<file path="src/rtl/gbas_pkg.sv">
package gbas_pkg;

  // Fixed field widths
  localparam int MODE_W    = 2;
  localparam int COORD_W   = 15;
  localparam int INV_W     = 16;
  localparam int LEVEL_W   = 3;
  localparam int SLEVEL_W  = 4;
  localparam int IDX_OUT_W = 6;
  localparam int CIDX_W    = 8;   // column or row index, grid side up to 256
  localparam int REG_IDX_W = 1;
  localparam int FRAC_SH   = 20;  // Q11.4 times Q0.16 down to whole cells

  // Item modes
  localparam logic [MODE_W-1:0] MODE_CLEAR  = 2'd0;
  localparam logic [MODE_W-1:0] MODE_INSERT = 2'd1;
  localparam logic [MODE_W-1:0] MODE_QUERY  = 2'd2;

  // Configuration register indexes
  localparam logic [REG_IDX_W-1:0] REG_CELL_W_INV = 1'b0;
  localparam logic [REG_IDX_W-1:0] REG_CELL_H_INV = 1'b1;
  localparam logic [INV_W-1:0]     INV_RESET      = 16'd6554;

  typedef enum logic [1:0] {
    OP_CLEAR,
    OP_INSERT,
    OP_QUERY
  } op_t;

  // Classified command from the front part
  typedef struct packed {
    op_t                        op;
    logic [COORD_W-1:0]         pos_x;
    logic [COORD_W-1:0]         pos_y;
    logic [COORD_W-1:0]         radius;
    logic [LEVEL_W-1:0]         level;
    logic signed [SLEVEL_W-1:0] min_level;
    logic signed [SLEVEL_W-1:0] max_level;
    logic                       hit;    // low cell corner lies inside the grid
    logic [CIDX_W-1:0]          col0;
    logic [CIDX_W-1:0]          row0;
    logic [CIDX_W-1:0]          col1;
    logic [CIDX_W-1:0]          row1;
  } cmd_t;

  typedef enum logic [3:0] {
    B_INIT,
    B_IDLE,
    B_CLR_RD,
    B_CLR_WR,
    B_INS_WR,
    B_INS_LINK,
    B_Q_CELL,
    B_Q_HEAD,
    B_Q_FEAT,
    B_Q_END
  } back_state_t;

endpackage

</file>
<file path="src/rtl/gbas_queue.sv">
module gbas_queue (
  input  logic                clk,
  input  logic                rst,
  input  logic                push,
  input  gbas_pkg::cmd_t      push_cmd,
  output logic                push_ready,
  input  logic                pop,
  output gbas_pkg::cmd_t      pop_cmd,
  output logic                pop_valid
);
  gbas_pkg::cmd_t slot [2];
  logic           wptr;
  logic           rptr;
  logic [1:0]     count;

  assign push_ready = (count != 2'd2);
  assign pop_valid  = (count != 2'd0);
  assign pop_cmd    = slot[rptr];

  // Store command beats
  always_ff @(posedge clk) begin
    if (push && push_ready) begin
      slot[wptr] <= push_cmd;
    end
  end

  // Track fill level and pointers
  always_ff @(posedge clk) begin
    if (rst) begin
      wptr  <= 1'b0;
      rptr  <= 1'b0;
      count <= 2'd0;
    end else begin
      if (push && push_ready) begin
        wptr <= ~wptr;
      end
      if (pop && pop_valid) begin
        rptr <= ~rptr;
      end
      count <= count + 2'(push && push_ready) - 2'(pop && pop_valid);
    end
  end
endmodule

</file>
<file path="config.mk">
export PLATFORM = sky130hd
export DESIGN_NAME = gbas_queue
export DESIGN_NICKNAME = d
export VERILOG_FILES = /design/src/rtl/gbas_pkg.sv /design/src/rtl/gbas_queue.sv
export SDC_FILE = /design/constraint.sdc
export NUM_CORES = 1
export LEC_CHECK = 0
export ABC_AREA = 1
export BUFFER_PORTS_ARGS = -buffer_cell sky130_fd_sc_hd__buf_2
export CORE_ASPECT_RATIO = 1.4
export CORE_MARGIN = 2
export CORE_UTILIZATION = 28
export DETAILED_ROUTE_END_ITERATION = 8
export PLACE_DENSITY = 0.46
export SKIP_CTS_REPAIR_TIMING = 1
export SYNTH_ARGS = -nofsm -noshare
export SYNTH_HDL_FRONTEND = slang
export SYNTH_SLANG_ARGS = --single-unit
</file>
<file path="constraint.sdc">
create_clock -name clk -period 6.95 [get_ports clk]
set_clock_uncertainty 0.15 [all_clocks]
set_input_delay 0.695 -clock clk [delete_from_list [all_inputs] [get_ports clk]]
set_output_delay 0.695 -clock clk [all_outputs]
set_load 0.03 [all_outputs]
</file>
; Word level (Yosys, flattened, before mapping)
; Memory sizes are Yosys's and may differ from the RTL's. A register that Yosys moved wholly into a read port is not among the register bits.
; Index checks and enable logic that the tools add are counted.
[classes]
n_addsub = 2
n_eq_ne = 1
n_mux = 4
bitwise = 2
n_reduce_logical = 3
[op_table]
columns = cell, count
row1 = $mux W1, 4
row2 = $add A2 B1 Y2, 1
row3 = $logic_and A1 B1 Y1, 2
row4 = $ne A2 B2 Y1 const B, 1
row5 = $not A1 Y1, 2
row6 = $reduce_bool A2 Y1, 1
row7 = $sub A2 B1 Y2, 1
[totals]
regBits = 4
ramBits = 182
inputBits = 95
output_inout_bits = 93
memories = 1
[memory_table]
columns = memory, depth, width, rd, rd_clocked_by_memory_dff, write_ports, line_no
row1 = slot, 2, 91, 1, 1, 1, gbas_queue.sv:11  ; gbas_pkg::cmd_t slot [2];

; Depth between registers and ports, before layout
; Gate-level depths: netlist (run 1).
[logic_depth]
depth_word = 4
mapped_depth = 11
depth_no_buf = 11

; Worst setup path before layout (run 1)
; No wires, ideal clock.
[synth_timing]
kind = reg2reg
start = register count[0]
end = memory slot[0][0] (netlist bit), enable pin
setup_ps = 541
arrival_ps = 4577
t_required_ps = 6259
slack_ps = 1682
path_stages_with_launch = 5
path_buffers = 0
synth_period_minus_slack_ps = 5268
cell_sequence = dfxtp_1 -> inv_1 -> nand2_1 -> nand2_1 -> nor2_1
[synth_via]
elab_chain_len = 4
[synth_lines]
columns = element, line_no
row1 = start: declaration, gbas_queue.sv:14  ; logic [1:0] count;
row2 = start signal: assignment, gbas_queue.sv:40  ; count <= count + 2'(push && push_ready) - 2'(pop && pop_valid);
row3 = $ne A2 B2 Y1, gbas_queue.sv:16  ; assign push_ready = (count != 2'd2);
row4 = net push_ready, gbas_queue.sv:6  ; output logic push_ready,
row5 = $logic_and A1 B1 Y1, gbas_queue.sv:22  ; if (push && push_ready) begin
row6 = $mux W1, gbas_queue.sv:22
row7 = $mux W1 (implied by the code), gbas_queue.sv:23  ; slot[wptr] <= push_cmd;
row8 = end: declaration, gbas_queue.sv:11
; The timed path passes the listed nets, and every way through them passes these cells.

==> results of run 1 <==
==> placed cells by master, fill, tap and decap left out <==
cell type,n
mux2_4,90
clkinvlp_4,2
inv_4,1
ha_1,2
dfxtp_1,4
diode_2,2
bufinv_16,2
nor2_4,1
a21oi_1,2
edfxtp_1,182
inv_1,7
inv_6,3
nand2_1,8
dfxtp_4,1
clkinv_2,2
buf_2,187
mux2_2,1
nand3_1,3
nor2_1,8
clkbuf_1,1
clkinv_4,3
clkinv_1,2
buf_4,4
clkbuf_16,17
==> per-stage QoR <==
| step | total power, mW | util | worst slack (ns) | area (µm²) | cells |
|---|---|---|---|---|---|
| 4_1_cts | 3.56 | 0.354 | 3.22 | 9020 | 852 |
| 6_report | 3.49 | 0.355 | 3.32 | 9030 | 854 |
| 3_5_place_dp | 2.59 | 0.332 | 3.70 | 8450 | 820 |
| 2_1_floorplan | 2.37 | - | 1.68 | 7260 | 320 |
| 3_3_place_gp | 2.57 | 0.332 | 3.75 | 8450 | 820 |
| 5_1_grt | 3.65 | 0.354 | 3.14 | 9020 | 852 |
==> worst min-delay path by stage <==
stage / cells past startpoint / slack, ns / end
after CTS: 1 / 0.27 / slot[1][15]
after floorplan: 2 / 0.32 / register
after global routing: 1 / 0.28 / slot[1][7]
final: 2 / 0.30 / count[0]
after global placement: 2 / 0.34 / rptr
after detailed placement: 2 / 0.36 / rptr
==> cell families after synthesis <==
kind of cell	share of synthesized area
multiplexers	0.188
AO/OA/AOI/OAI	0.00138
AND/OR/NAND/NOR	0.0109
buffers and inverters	0.0305
adder cells (fa/ha/maj)	0.00344
flip-flops	0.766
==> layer usage <==
| layer | part of all wire | wire length (µm) | vias up | GRT usage |
|---|---|---|---|---|
| met5 | 0.0010 | 15 | - | 0 |
| met2 | 0.55 | 8000 | 100 | 0.194 |
| met4 | 0.019 | 273 | 2 | 0.0468 |
| met1 | 0.37 | 5290 | 1767 | 0.112 |
| met3 | 0.060 | 873 | 15 | 0.0409 |
| li1 | - | - | 1648 | - |
==> registers in the layout, summed over array words and instances, names as in the netlist, named ones only <==
name   cells
slot     182
rptr       1
wptr       1
count      2
==> final cells by class <==
type	count	area (µm²)	share of cell area
Multi-Input combinational cell	115	1480	0.164
Antenna cell	2	5.00	0.000554
Inverter	8	32.5	0.00360
Tap cell	319	399	0.0442
Clock inverter	14	145	0.0161
Timing Repair Buffer	191	966	0.107
Clock buffer	18	429	0.0475
Sequential cell	187	5570	0.617
==> where the power goes <==
group | total (mW) | switching [mW] | internal [mW]
combinational | 1.03 | 0.624 | 0.406
sequential | 1.51 | 0.0784 | 1.43
clock | 0.949 | 0.418 | 0.531
total | 3.49 | 1.12 | 2.36
==> results_dict.tcl, run 1 <==
set metrics [dict create \
    path_depth 3 \
    fp.dieW_um 140 \
    ys_ff_latch 187 \
    violations "design-rule violations" \
    post-route-drc-count 24 \
    path_class "reg -> out" \
    critical_path_buf_inv_count 2 \
    fin_crit_ns 3.63 \
    hold_path.class "in -> reg" \
    insertion_delay_ns 0.43 \
    fillers 2407 \
    drive_gt1_frac 0.589 \
    firstDrtPassIters 8 \
    synth-seq-area-share 0.766 \
    routabilityCongestion 0.684 \
    synth-edff-count 182 \
    cts_buffer_depth 2 \
    wl_per_cell_um 16.9 \
    tns_ns 0 \
    cts_tree "built" \
    grt_pass1_wl_um 22000 \
    async_flop_share 0 \
    detail_route.wirelength_um 14500 \
    p_leak_nw 3.52 \
    row_count 69 \
    avgSynthCellArea_um2 22.7 \
    drv_slew 0 \
    antenna_left 0 \
    worst_pin_slew_ns 0.965 \
    worst_path_max_delay_cell "buf_4" \
    ir_drop_mv 0.162 \
    portBuffers 187 \
    relSlewSlack 0.357 \
    syn-num-nets 417 \
    hold_ws_ns 0.298 \
    crit_family "buffers and inverters" \
    clk_pin_slew_ns 0.07 \
    clock-root-buffer "clkbuf_16" \
    cts_htree_levels 4 \
    rr_endpoint "slot[0][41]" \
    maxCapViolCount 0 \
    drt_iter0_markers 126 \
    ys_top_cells_by_area "edfxtp_1 75%, mux2_4 19%, buf_12 2.5%" \
    setup_viol 0 \
    final_nets 617 \
    arrival_ns 2.79 \
    antenna_found_initial 3 \
    dr_total_vias 3532 \
    endpoint_kind "primary output" \
    io_pins 188 \
    synth.top_cells.by_count "182 x edfxtp_1, 90 x mux2_4, 9 x buf_12, 9 x nor2_1" \
    syn_inst 320 \
    die_area_mm2 0.0273 \
    regToRegSetupSlack_ns 4.42 \
    grt_usage 0.108 \
    coreArea_mm2 0.0255 \
    outcome "finished with violations" \
    yosys_warnings 0 \
    start_util 0.285 \
    syn_area_mm2 0.00726 \
    grt_overflow 0 \
    synth_top_area_share 0.752 \
    cp-start-kind "register" \
    area_growth_pct 24.3 \
    max_stage_delay_ns 0.85 \
    path_cells "buf_4, mux2_4, buf_2" \
    grt_max_degree 53 \
    hpwlAfterDp_um 9850 \
    worstRegToRegCells 6 \
    clock_sinks 187 \
    synth-main-ff-cell "edfxtp_1" \
    crit_end "pop_cmd[30]" \
    grt_pass1_vias 3956 \
    yosysMostFrequentCell "edfxtp_1" \
    numCtsBuffers 17 \
    period_share 0.523 \
    powerDensity_mw_per_mm2 386 \
    worst_hold_startpoint "rst" \
    rsz0062_at_grt "false" \
    reg2reg_from "count[0]" \
    synth_top_area_cell "edfxtp_1" \
    viasPerCell 4.14 \
    max_freq_ghz 0.275 \
    hold_viol 0 \
    ys_types 12 \
    required_ns 6.11 \
    fp.dieH_um 195 \
    crit_path_max_fanout 52 \
]
Power figures use the tool's default switching activity.
==> run 2: changes to the inputs <==
Settings changed: PLACE_DENSITY 0.46 to 0.47.
Clock period 6.95 ns to 3.15 ns, I/O delays scaled along.
==> run 2 against run 1 <==
Effect of this change: the run still ends with design-rule violations left; die area is the same; combinational power is 140% higher; power rose by 130%; count of clock-buffer cells in the layout increased by 1; final cell count up 11%; sequential power is 110% higher; first-iteration DRC count up 37%; wire length rose by 2.0%; non-clock buffer count grew 93; largest power group unchanged.
==> results_dict.tcl, run 2 (synthesized netlist as in run 1, its figures left out) <==
set metrics [dict create \
    max_freq_ghz 0.431 \
    endpoint_kind "primary output" \
    placed_cells_incl_taps 821 \
    total_power_mw 7.90 \
    detail_route.wirelength_um 14700 \
    switching_share 0.317 \
    hold_viol 0 \
    fp.dieW_um 140 \
    drive_gt1_frac 0.505 \
    largest_reg_flops 182 \
    rsz0062_at_grt "false" \
    outcome "finished with violations" \
    portBuffers 187 \
    antenna_found_initial 0 \
    fin_crit_ns 2.32 \
    worst_pin_slew_ns 0.688 \
    antenna_left 0 \
    final_cell_mix "187 x buf_2, 182 x edfxtp_1, 92 x dlygate4sd3_1, 90 x mux2_4, 17 x clkbuf_16" \
    post-route-drc-count 11 \
    firstDrtPassIters 7 \
    arrival_ns 1.85 \
    dr_total_vias 3884 \
    cp-start-kind "register" \
    period_share 0.736 \
    drt_iter0_markers 173 \
    combPwrFrac 0.315 \
    crit_path_max_fanout 61 \
    maxCapViolCount 0 \
    coreArea_mm2 0.0255 \
    hold_path.class "in -> reg" \
    fillers 2325 \
    seqCellArea_mm2 0.00557 \
    setup_viol 0 \
    switchingPower_mw 2.50 \
    layoutNonFillerInstCount 945 \
    ir_drop_mv 0.611 \
    grt_overflow 0 \
    worstRegToRegCells 5 \
    regMostFlops "slot" \
    min_path_cells 4 \
    relSlewSlack 0.541 \
    start_util 0.285 \
    insertion_delay_ns 0.43 \
    numCtsBuffers 17 \
    routabilityCongestion 0.734 \
    hpwlAfterDp_um 9410 \
    largestRegisters "slot (182), count (2)" \
    tns_ns 0 \
    grt_pass1_wl_um 22000 \
    cts_htree_levels 4 \
    reg2reg_from "count[0]" \
    regToRegSetupSlack_ns 0.97 \
    worst_hold_startpoint "pop" \
    die_area_mm2 0.0273 \
    violations "design-rule violations" \
    grt_pass1_vias 3973 \
    rr_endpoint "slot[1][18]" \
    area_growth_pct 38.1 \
    viasPerCell 4.11 \
    fp.dieH_um 195 \
    layout_commonest_cell "buf_2" \
    grt_max_degree 92 \
    p_leak_nw 3.93 \
    clkPwrFrac 0.275 \
    io_pins 188 \
    p_int_mw 5.40 \
    wl_per_cell_um 15.6 \
    grt_usage 0.109 \
    num_antenna_cells 0 \
    row_count 69 \
    path_class "reg -> out" \
    clock_sinks 187 \
    clk_pin_slew_ns 0.07 \
    fin_util 0.394 \
    drv_slew 0 \
    clock-root-buffer "clkbuf_16" \
    multi_input_area_mm2 0.00148 \
    powerDensity_mw_per_mm2 788 \
    final_nets 710 \
    required_ns 2.68 \
    cts_tree "built" \
    p_seq_frac 0.410 \
    hold_ws_ns 0.0384 \
    cts_buffer_depth 2 \
]
run 2: cell types whose count changed in the layout (fill, tap and decap cells not counted), sizes merged, moves of 2 or more:
cell,change
clkinv,-3
diode,-2
clkinvlp,+2
dlygate4sd3,+92
run 2: cell type report:
type | count | share of cell area
Timing Repair Buffer | 284 | 0.194
Sequential cell | 187 | 0.555
Tap cell | 319 | 0.0398
Clock buffer | 19 | 0.0432
Multi-Input combinational cell | 115 | 0.148
Inverter | 8 | 0.00337
Clock inverter | 13 | 0.0166
run 2: per-layer routing:
metal / GRT usage / share of wire / up-vias
met1: 0.108 / 0.37 / 1916
met4: 0.0550 / 0.023 / 0
met2: 0.199 / 0.56 / 114
met3: 0.0392 / 0.048 / 19
met5: 0 / 0 / -
li1: - / - / 1835
run 2: worst max-delay path by stage:
stage | start | end | cells after the start
after global placement | count[0] | slot[1][25] | 5
after CTS | register | pop_cmd[51] | 3
final | register | pop_cmd[90] | 3
after floorplan | count[0] | slot[0][0] | 4
after detailed placement | count[0] | slot[1][90] | 5
after global routing | register | pop_cmd[56] | 3
run 2: power by group through the flow:
stage / sequential (mW) / clock, mW / combinational (mW)
after detailed placement: 3.30 / 0 / 2.45
final: 3.24 / 2.17 / 2.49
after floorplan: 3.28 / 0 / 1.92
after global routing: 3.27 / 2.36 / 2.65
after CTS: 3.24 / 2.27 / 2.45
after global placement: 3.28 / 0 / 2.42
run 2: worst max-delay path: stages (launching register included):
cell,delay [ns]
dfxtp_4,0.36
buf_12,0.32
mux2_2,0.40
buf_2,0.18
run 2: stage by stage:
step	worst slack (ns)	instance area, µm²
floorplan	0.395	7270
global placement	1.01	8510
detailed placement	0.952	8510
CTS	0.798	9110
global route	0.770	10000
finish	0.831	10000
