--- src/rtl/gbas_pkg.sv ---
package gbas_pkg;

  // Fixed field widths
  localparam int MODE_W    = 2;
  localparam int COORD_W   = 15;
  localparam int INV_W     = 16;
  localparam int LEVEL_W   = 3;
  localparam int SLEVEL_W  = 4;
  localparam int IDX_OUT_W = 6;
  localparam int CIDX_W    = 8;   // column or row index, grid side up to 256
  localparam int REG_IDX_W = 1;
  localparam int FRAC_SH   = 20;  // Q11.4 times Q0.16 down to whole cells

  // Item modes
  localparam logic [MODE_W-1:0] MODE_CLEAR  = 2'd0;
  localparam logic [MODE_W-1:0] MODE_INSERT = 2'd1;
  localparam logic [MODE_W-1:0] MODE_QUERY  = 2'd2;

  // Configuration register indexes
  localparam logic [REG_IDX_W-1:0] REG_CELL_W_INV = 1'b0;
  localparam logic [REG_IDX_W-1:0] REG_CELL_H_INV = 1'b1;
  localparam logic [INV_W-1:0]     INV_RESET      = 16'd6554;

  typedef enum logic [1:0] {
    OP_CLEAR,
    OP_INSERT,
    OP_QUERY
  } op_t;

  // Classified command from the front part
  typedef struct packed {
    op_t                        op;
    logic [COORD_W-1:0]         pos_x;
    logic [COORD_W-1:0]         pos_y;
    logic [COORD_W-1:0]         radius;
    logic [LEVEL_W-1:0]         level;
    logic signed [SLEVEL_W-1:0] min_level;
    logic signed [SLEVEL_W-1:0] max_level;
    logic                       hit;    // low cell corner lies inside the grid
    logic [CIDX_W-1:0]          col0;
    logic [CIDX_W-1:0]          row0;
    logic [CIDX_W-1:0]          col1;
    logic [CIDX_W-1:0]          row1;
  } cmd_t;

  typedef enum logic [3:0] {
    B_INIT,
    B_IDLE,
    B_CLR_RD,
    B_CLR_WR,
    B_INS_WR,
    B_INS_LINK,
    B_Q_CELL,
    B_Q_HEAD,
    B_Q_FEAT,
    B_Q_END
  } back_state_t;

endpackage

--- src/rtl/gbas_if.sv ---
interface gbas_req_if;
  logic                                        valid;
  logic                                        ready;
  logic [gbas_pkg::MODE_W-1:0]                 mode;
  logic [gbas_pkg::COORD_W-1:0]                pos_x;
  logic [gbas_pkg::COORD_W-1:0]                pos_y;
  logic [gbas_pkg::COORD_W-1:0]                radius;
  logic [gbas_pkg::LEVEL_W-1:0]                feature_level;
  logic signed [gbas_pkg::SLEVEL_W-1:0]        min_level;
  logic signed [gbas_pkg::SLEVEL_W-1:0]        max_level;

  modport source (output valid, mode, pos_x, pos_y, radius, feature_level, min_level,
                  max_level, input ready);
  modport sink   (input valid, mode, pos_x, pos_y, radius, feature_level, min_level,
                  max_level, output ready);
endinterface


--- src/rtl/gbas_front.sv ---
module gbas_front #(
  parameter int GRID_COLS = 64,
  parameter int GRID_ROWS = 48
) (
  input  logic                                   clk,
  input  logic                                   rst,
  input  logic                                   wr_en,
  input  logic [gbas_pkg::REG_IDX_W-1:0]         wr_index,
  input  logic [gbas_pkg::INV_W-1:0]             wr_data,
  gbas_req_if.sink                               req,
  output logic                                   push,
  output gbas_pkg::cmd_t                         push_cmd,
  input  logic                                   push_ready
);
  localparam int LO_W = gbas_pkg::COORD_W + gbas_pkg::INV_W;       // 31
  localparam int HI_W = gbas_pkg::COORD_W + gbas_pkg::INV_W + 2;   // 33
  localparam int LC_W = LO_W - gbas_pkg::FRAC_SH;                  // 11
  localparam int HC_W = HI_W - gbas_pkg::FRAC_SH;                  // 13

  logic [gbas_pkg::INV_W-1:0]           w_inv;
  logic [gbas_pkg::INV_W-1:0]           h_inv;
  logic                                 p_valid;
  logic [gbas_pkg::MODE_W-1:0]          p_mode;
  logic [gbas_pkg::COORD_W-1:0]         p_x;
  logic [gbas_pkg::COORD_W-1:0]         p_y;
  logic [gbas_pkg::COORD_W-1:0]         p_r;
  logic [gbas_pkg::LEVEL_W-1:0]         p_lvl;
  logic signed [gbas_pkg::SLEVEL_W-1:0] p_minl;
  logic signed [gbas_pkg::SLEVEL_W-1:0] p_maxl;

  logic                          mode_ok;
  gbas_pkg::op_t                 op;
  logic                          p_take;
  logic [gbas_pkg::COORD_W-1:0]  sub_r;
  logic [gbas_pkg::COORD_W-1:0]  dx_lo;
  logic [gbas_pkg::COORD_W-1:0]  dy_lo;
  logic [LO_W-1:0]               px_lo;
  logic [LO_W-1:0]               py_lo;
  logic [HI_W-1:0]               px_hi;
  logic [HI_W-1:0]               py_hi;
  logic [LC_W-1:0]               cx_lo;
  logic [LC_W-1:0]               cy_lo;
  logic [HC_W-1:0]               cx_hi;
  logic [HC_W-1:0]               cy_hi;
  logic                          hit;

  // Configuration registers
  always_ff @(posedge clk) begin
    if (rst) begin
      w_inv <= gbas_pkg::INV_RESET;
      h_inv <= gbas_pkg::INV_RESET;
    end else if (wr_en) begin
      unique case (wr_index)
        gbas_pkg::REG_CELL_W_INV: w_inv <= wr_data;
        gbas_pkg::REG_CELL_H_INV: h_inv <= wr_data;
        default: ;
      endcase
    end
  end

  // Classify mode
  always_comb begin
    mode_ok = 1'b1;
    op      = gbas_pkg::OP_CLEAR;
    unique case (p_mode)
      gbas_pkg::MODE_CLEAR:  op = gbas_pkg::OP_CLEAR;
      gbas_pkg::MODE_INSERT: op = gbas_pkg::OP_INSERT;
      gbas_pkg::MODE_QUERY:  op = gbas_pkg::OP_QUERY;
      default:               mode_ok = 1'b0;
    endcase
  end

  // Take the held beat on a push, or drop it for an unused mode
  assign p_take    = p_valid && (push_ready || !mode_ok);
  assign req.ready = !p_valid || p_take;
  assign push      = p_valid && mode_ok;

  // Input holding register
  always_ff @(posedge clk) begin
    if (rst) begin
      p_valid <= 1'b0;
    end else if (req.ready) begin
      p_valid <= req.valid;
    end
  end

  always_ff @(posedge clk) begin
    if (req.ready && req.valid) begin
      p_mode <= req.mode;
      p_x    <= req.pos_x;
      p_y    <= req.pos_y;
      p_r    <= req.radius;
      p_lvl  <= req.feature_level;
      p_minl <= req.min_level;
      p_maxl <= req.max_level;
    end
  end

  // Cell bounds: floor of low corner, ceiling of high corner
  always_comb begin
    sub_r = (op == gbas_pkg::OP_QUERY) ? p_r : '0;
    dx_lo = (p_x < sub_r) ? '0 : p_x - sub_r;
    dy_lo = (p_y < sub_r) ? '0 : p_y - sub_r;
    px_lo = LO_W'(dx_lo) * LO_W'(w_inv);
    py_lo = LO_W'(dy_lo) * LO_W'(h_inv);
    px_hi = (HI_W'(p_x) + HI_W'(p_r)) * HI_W'(w_inv) + HI_W'((1 << gbas_pkg::FRAC_SH) - 1);
    py_hi = (HI_W'(p_y) + HI_W'(p_r)) * HI_W'(h_inv) + HI_W'((1 << gbas_pkg::FRAC_SH) - 1);
    cx_lo = px_lo[LO_W-1:gbas_pkg::FRAC_SH];
    cy_lo = py_lo[LO_W-1:gbas_pkg::FRAC_SH];
    cx_hi = px_hi[HI_W-1:gbas_pkg::FRAC_SH];
    cy_hi = py_hi[HI_W-1:gbas_pkg::FRAC_SH];
    hit   = (cx_lo < LC_W'(GRID_COLS)) && (cy_lo < LC_W'(GRID_ROWS));
  end

  // Command to the back part
  always_comb begin
    push_cmd.op        = op;
    push_cmd.pos_x     = p_x;
    push_cmd.pos_y     = p_y;
    push_cmd.radius    = p_r;
    push_cmd.level     = p_lvl;
    push_cmd.min_level = p_minl;
    push_cmd.max_level = p_maxl;
    push_cmd.hit       = hit;
    push_cmd.col0      = gbas_pkg::CIDX_W'(cx_lo);
    push_cmd.row0      = gbas_pkg::CIDX_W'(cy_lo);
    push_cmd.col1      = (cx_hi > HC_W'(GRID_COLS - 1)) ? gbas_pkg::CIDX_W'(GRID_COLS - 1)
                                                         : gbas_pkg::CIDX_W'(cx_hi);
    push_cmd.row1      = (cy_hi > HC_W'(GRID_ROWS - 1)) ? gbas_pkg::CIDX_W'(GRID_ROWS - 1)
                                                         : gbas_pkg::CIDX_W'(cy_hi);
  end
endmodule

--- src/flat_wrapper.sv ---
// flat-port wrapper written by rule: the top's interface ports become plain ports
module gbas_front_flat 
#(
  parameter int GRID_COLS = 64,
  parameter int GRID_ROWS = 48
)
  (clk, rst, wr_en, wr_index, wr_data, push, push_cmd, push_ready, req_valid, req_mode, req_pos_x, req_pos_y, req_radius, req_feature_level, req_min_level, req_max_level, req_ready);
  gbas_req_if req_i ();
  input  logic clk;
  input  logic rst;
  input  logic wr_en;
  input  logic [gbas_pkg::REG_IDX_W-1:0] wr_index;
  input  logic [gbas_pkg::INV_W-1:0] wr_data;
  output logic push;
  output gbas_pkg::cmd_t push_cmd;
  input  logic push_ready;
  input wire logic [$bits(req_i.valid)-1:0] req_valid;
  input wire logic [$bits(req_i.mode)-1:0] req_mode;
  input wire logic [$bits(req_i.pos_x)-1:0] req_pos_x;
  input wire logic [$bits(req_i.pos_y)-1:0] req_pos_y;
  input wire logic [$bits(req_i.radius)-1:0] req_radius;
  input wire logic [$bits(req_i.feature_level)-1:0] req_feature_level;
  input wire logic [$bits(req_i.min_level)-1:0] req_min_level;
  input wire logic [$bits(req_i.max_level)-1:0] req_max_level;
  output wire logic [$bits(req_i.ready)-1:0] req_ready;
  assign req_i.valid = req_valid;
  assign req_i.mode = req_mode;
  assign req_i.pos_x = req_pos_x;
  assign req_i.pos_y = req_pos_y;
  assign req_i.radius = req_radius;
  assign req_i.feature_level = req_feature_level;
  assign req_i.min_level = req_min_level;
  assign req_i.max_level = req_max_level;
  assign req_ready = req_i.ready;
  gbas_front #(.GRID_COLS(GRID_COLS), .GRID_ROWS(GRID_ROWS)) u_core (.clk(clk), .rst(rst), .wr_en(wr_en), .wr_index(wr_index), .wr_data(wr_data), .req(req_i), .push(push), .push_cmd(push_cmd), .push_ready(push_ready));
endmodule
--- config.mk ---
export PLATFORM = sky130hd
export DESIGN_NAME = gbas_front_flat
export DESIGN_NICKNAME = d
export VERILOG_FILES = /design/src/rtl/gbas_pkg.sv /design/src/rtl/gbas_if.sv /design/src/rtl/gbas_front.sv /design/src/flat_wrapper.sv
export SDC_FILE = /design/constraint.sdc
export NUM_CORES = 2
export LEC_CHECK = 0
export BUFFER_PORTS_ARGS = -buffer_cell sky130_fd_sc_hd__buf_2
export CORE_MARGIN = 3
export CORE_UTILIZATION = 45
export CTS_CLUSTER_DIAMETER = 80
export DETAILED_ROUTE_END_ITERATION = 8
export PLACE_DENSITY = 0.66
export SYNTH_ARGS = -nofsm -noshare
export SYNTH_HDL_FRONTEND = slang
export SYNTH_SLANG_ARGS = --single-unit
--- constraint.sdc ---
create_clock -name clk -period 14.5 [get_ports clk]
set_clock_uncertainty 0.1 [all_clocks]
set_input_delay 2.9 -clock clk [delete_from_list [all_inputs] [get_ports clk]]
set_output_delay 2.9 -clock clk [all_outputs]
set_load 0.1 [all_outputs]
# Yosys cells after proc, flatten, opt, wreduce, memory -nomap -nowiden
# Index checks and enable logic that the tools add are counted.
[op_classes] addsub=6 mul=4 order_cmp=6 eq_ne=3 n_mux=7 bitwise=1 reduce_logical=12
[ops] operator="33-bit by 20-bit adder with 33-bit output, second input constant" count=2
[ops] operator="33-bit by 16-bit multiplier with 33-bit output" count=2
[ops] operator="15-bit by 16-bit multiplier with 31-bit output" count=2
[ops] operator="15-bit 2-to-1 mux" count=3
[ops] operator="15-bit by 15-bit adder with 16-bit output" count=2
[ops] operator="15-bit < comparator" count=2
[ops] operator="15-bit subtractor" count=2
[ops] operator="13-bit by 6-bit greater-than comparator with 1-bit output, second input constant" count=2
[ops] operator="8-bit 2-to-1 mux" count=2
[ops] operator="11-bit by 6-bit < comparator with 1-bit output, second input constant" count=1
[ops] operator="11-bit by 7-bit < comparator with 1-bit output, second input constant" count=1
[ops] operator="2-bit equality test, second input constant" count=2
[ops] operator="1-bit logical AND" count=4
[ops] operator="2-bit one-hot mux with 2 select lines" count=1
[ops] operator="2-bit AND reduction" count=2
[ops] operator="3-bit OR reduction" count=1
[ops] operator="2-bit by 1-bit equality test with 1-bit output, second input constant" count=1
[ops] operator="1-bit zero test" count=2
[ops] operator="2-bit zero test" count=1
[ops] operator="1-bit logical OR" count=2
[ops] operator="1-bit 2-to-1 mux" count=1
[ops] operator="1-bit inverter" count=1
[word_totals] register_bits=91 output_inout_bits=93 word_cells=49

# Longest topological paths before layout
[depth] word_depth=9 mapped_depth=38

# Worst setup path after synthesis
# No wires, ideal clock.
[synth_path] path_kind="register to output" start="reg u_core.p_mode[0] in the netlist's numbering" end="out push_cmd[32] in the netlist's numbering" arrival_ps=10567 slack_ps=933 stages_incl_launch_ff=36 path_buffers=4 path_cell_list="edfxtp_1 -> nor2b_1 -> clkbuf_1 -> clkbuf_1 -> nand2_1 -> fa_1 -> a21o_1 -> a21oi_1 -> o21ai_1 -> a31oi_1 -> o21bai_1 -> a21oi_1 -> xor2_1 -> nor2_1 -> clkbuf_1 -> nand2_1 -> fa_1 -> inv_1 -> fa_1 -> fa_1 -> fa_1 -> fa_1 -> inv_1 -> fa_1 -> inv_1 -> ha_1 -> nand4_1 -> nor4_1 -> and4_1 -> o211ai_1 -> o211a_1 -> o21ai_1 -> xor2_1 -> nand4b_1 -> nor4_1 -> buf_4"
[synth_rtl] item="start: declaration" line_no="gbas_front.sv:23" source="logic [gbas_pkg::MODE_W-1:0] p_mode;"
[synth_rtl] item="start signal: assignment" line_no="gbas_front.sv:89" source="p_mode <= req.mode;"
[synth_rtl] item="end: declaration" line_no="flat_wrapper.sv:15" source="output gbas_pkg::cmd_t push_cmd;"

==> impl_metrics.tcl <==
set metrics [dict create \
    status "complete, no violations" \
    drtPass1Iterations 6 \
    yosysTopAreaCell "fa_1" \
    dp_hpwl_microns 79880 \
    cts_tree "done" \
    nFillCells 8079 \
    tns_ns 0 \
    synth.area.top_cells "fa_1 41%, ha_1 15%, inv_1 8.9%" \
    drtIter0Drc 2052 \
    critPathSlowestCell "nor2b_1" \
    cts_max_path_buffers 2 \
    grt_overflow 0 \
    clock_latency_ns 0.39 \
    clk_pin_slew_ns 0.08 \
    grt_pass1_wl_microns 168500 \
    wl_per_cell_microns 18.29 \
    cp_slowest_stage_delay_ns 0.64 \
    rsz0062_at_grt "no" \
    cap_viol_max_count 0 \
    postSynthAreaPerCell_sq_um 8.838 \
    syn-instance-count 4323 \
    fin_cells 5533 \
    cp.arrival_ns 10.56 \
    slew_viol_final 0 \
    synthToLayoutAreaGrowth_pct 6.402 \
    dieArea_sq_um 88430 \
    synth_seq_cells 91 \
    period_share 0.9354 \
    vias 29561 \
    drive_above_1_share 0.06846 \
    hold_viol_final 0 \
    ys_seq_area_frac 0.06288 \
    synth_top_area_frac 0.4076 \
    core.rowCount 106 \
    cts_sinks 91 \
    vias_per_cell 5.343 \
    grt_max_degree 59 \
    regArea_sq_um 2409 \
    first_global_vias 31206 \
    cp_common_cell "fa_1" \
    ys.flop_type "edfxtp_1" \
    yosysWarningCount 0 \
    hp-class "flop to flop" \
    final.min_clock_period_ns 13.56 \
    timing.fmax_mhz 73.73 \
    worstMarginPinSlew_ns 1.312 \
    startpoint_type "flop" \
    ctsResizeCount 0 \
    synth_edf_count 58 \
    relSlewSlack 0.1220 \
    hold_buffers 0 \
    fp.dieH_microns 297.4 \
    root_buffer "clkbuf_16" \
    numPortBuffers 168 \
    cts_buffers 9 \
    antenna_found_initial 4 \
    required_ns 11.50 \
    post-cts-setup-buffers 0 \
    yosysUniqueCellTypes 82 \
    wirelength_microns 101200 \
    async_reset_ff_frac 0 \
    synth_area_sq_um 38210 \
    place.gp.congestion 0.9207 \
    fp.dieW_microns 297.4 \
    final_nets 5698 \
    end_kind "output port" \
    track_usage 0.2373 \
    setup_viol 0 \
    path_class "flop to output port" \
    dpl.cell_count 5515 \
    io_pins 173 \
    drc 0 \
    start_util 0.4558 \
    core_area_sq_um 83820 \
    cts_max_level 3 \
    worst-path-max-fanout 16 \
    postRouteAntennaNets 0 \
    multi_input_area_sq_um 31690 \
]
==> state kept, by name (all words and copies together), names as in the netlist <==
name,flops
u_core.p_x,15
u_core.h_inv,16
u_core.p_r,15
u_core.w_inv,16
u_core.p_minl,4
u_core.p_y,15
u_core.p_lvl,3
u_core.p_valid,1
u_core.p_mode,2
u_core.p_maxl,4
==> cell usage after synthesis (33+ instances only) <==
cell type	n
a21o_1	45
a21oi_1	121
and2_1	403
clkbuf_1	170
dfxtp_1	33
edfxtp_1	58
fa_1	778
ha_1	448
inv_1	906
nand2_1	640
nand3_1	66
nor2_1	104
nor2b_1	36
o21ai_0	58
xnor2_1	57
==> worst paths after layout <==
path	start	end	slack [ns]	depth (start not counted)
setup reg to reg	u_core.p_mode[1]	u_core.p_r[11]	11.89	3
setup / recovery	u_core.p_mode[0]	push_cmd[32]	0.94	33
hold reg to reg	u_core.w_inv[13]	u_core.w_inv[13]	0.39	2
hold / removal	u_core.w_inv[13]	u_core.w_inv[13]	0.39	2
==> layer usage <==
metal / wire, microns / vias up / part of all wire / global-route usage
met5: 0 / - / 0 / 0
met4: 1854 / 0 / 0.018 / 0.04224
met3: 9503 / 128 / 0.094 / 0.04831
met2: 44820 / 1121 / 0.44 / 0.3697
met1: 45010 / 14923 / 0.44 / 0.3464
li1: - / 13389 / - / -
==> final cells by class <==
| class | count | area share |
|---|---|---|
| antenna | 2 | 0.0001231 |
| clock buffer | 11 | 0.005909 |
| clock inverter | 5 | 0.001447 |
| inverter | 906 | 0.08365 |
| multi-input combinational | 3138 | 0.7796 |
| sequential | 91 | 0.05925 |
| tap | 1134 | 0.03490 |
| timing repair buffer | 246 | 0.03509 |
==> critical path: cells and delay by family, from the launching register on <==
family                   cells  cell delay, ns
adder cells (fa/ha/maj)      8            3.54
buffers and inverters        6            0.89
flip-flops                   1            0.41
AND/OR/NAND/NOR              9            2.68
AO/OA/AOI/OAI                9            2.20
multiplexers                 1            0.40
==> kinds of logic after synthesis <==
group                      share of synthesized area
DFF                                          0.06288
other                                     0.00009815
xor gates and xnor gates                     0.01971
and+or+nand+nor                               0.1866
buffers and inverters                         0.1091
adders and majority gates                     0.5544
muxes                                       0.001343
AOI/OAI and AO/OA                            0.06589
==> metrics by stage <==
step           worst slack, ns  utilization  hold WS (ns)  cell area, sq um
2_1_floorplan           0.9325            -        0.3587             38220
5_1_grt                 0.2135       0.4849        0.4119             40650
6_report                0.9367       0.4850        0.3941             40650
3_5_place_dp             1.449       0.4814        0.3673             40350
3_3_place_gp             1.635       0.4814        0.3534             40350
4_1_cts                 0.9648       0.4849        0.3819             40650
==> layout by cell type (no fill, tap or decap), types with 5 or more instances in the layout <==
cell       count
a211o_1        7
a211oi_1      25
a21o_1        45
a21oi_1      121
a31o_2         7
a31oi_1       13
and2_1       402
and3_1        29
and4_1         5
buf_2        168
buf_4         78
clkbuf_16      9
dfxtp_1       28
dfxtp_2        5
edfxtp_1      58
fa_1         778
ha_1         448
inv_1        906
nand2_1      640
nand2b_1      27
nand3_1       66
nand3b_1      18
nand4_1       21
nand4b_1      10
nor2_1       102
nor2b_1       36
nor3_1        24
nor3b_1        7
nor4_1         9
o211ai_1      10
o21a_1        20
o21ai_0       58
o21ai_1        5
o21bai_1       9
or3_1          9
or4_1          6
xnor2_1       56
xor2_1        25
Power is not shown: default switching activity piles up to over one toggle a cycle in this logic, so the estimate is an artifact.
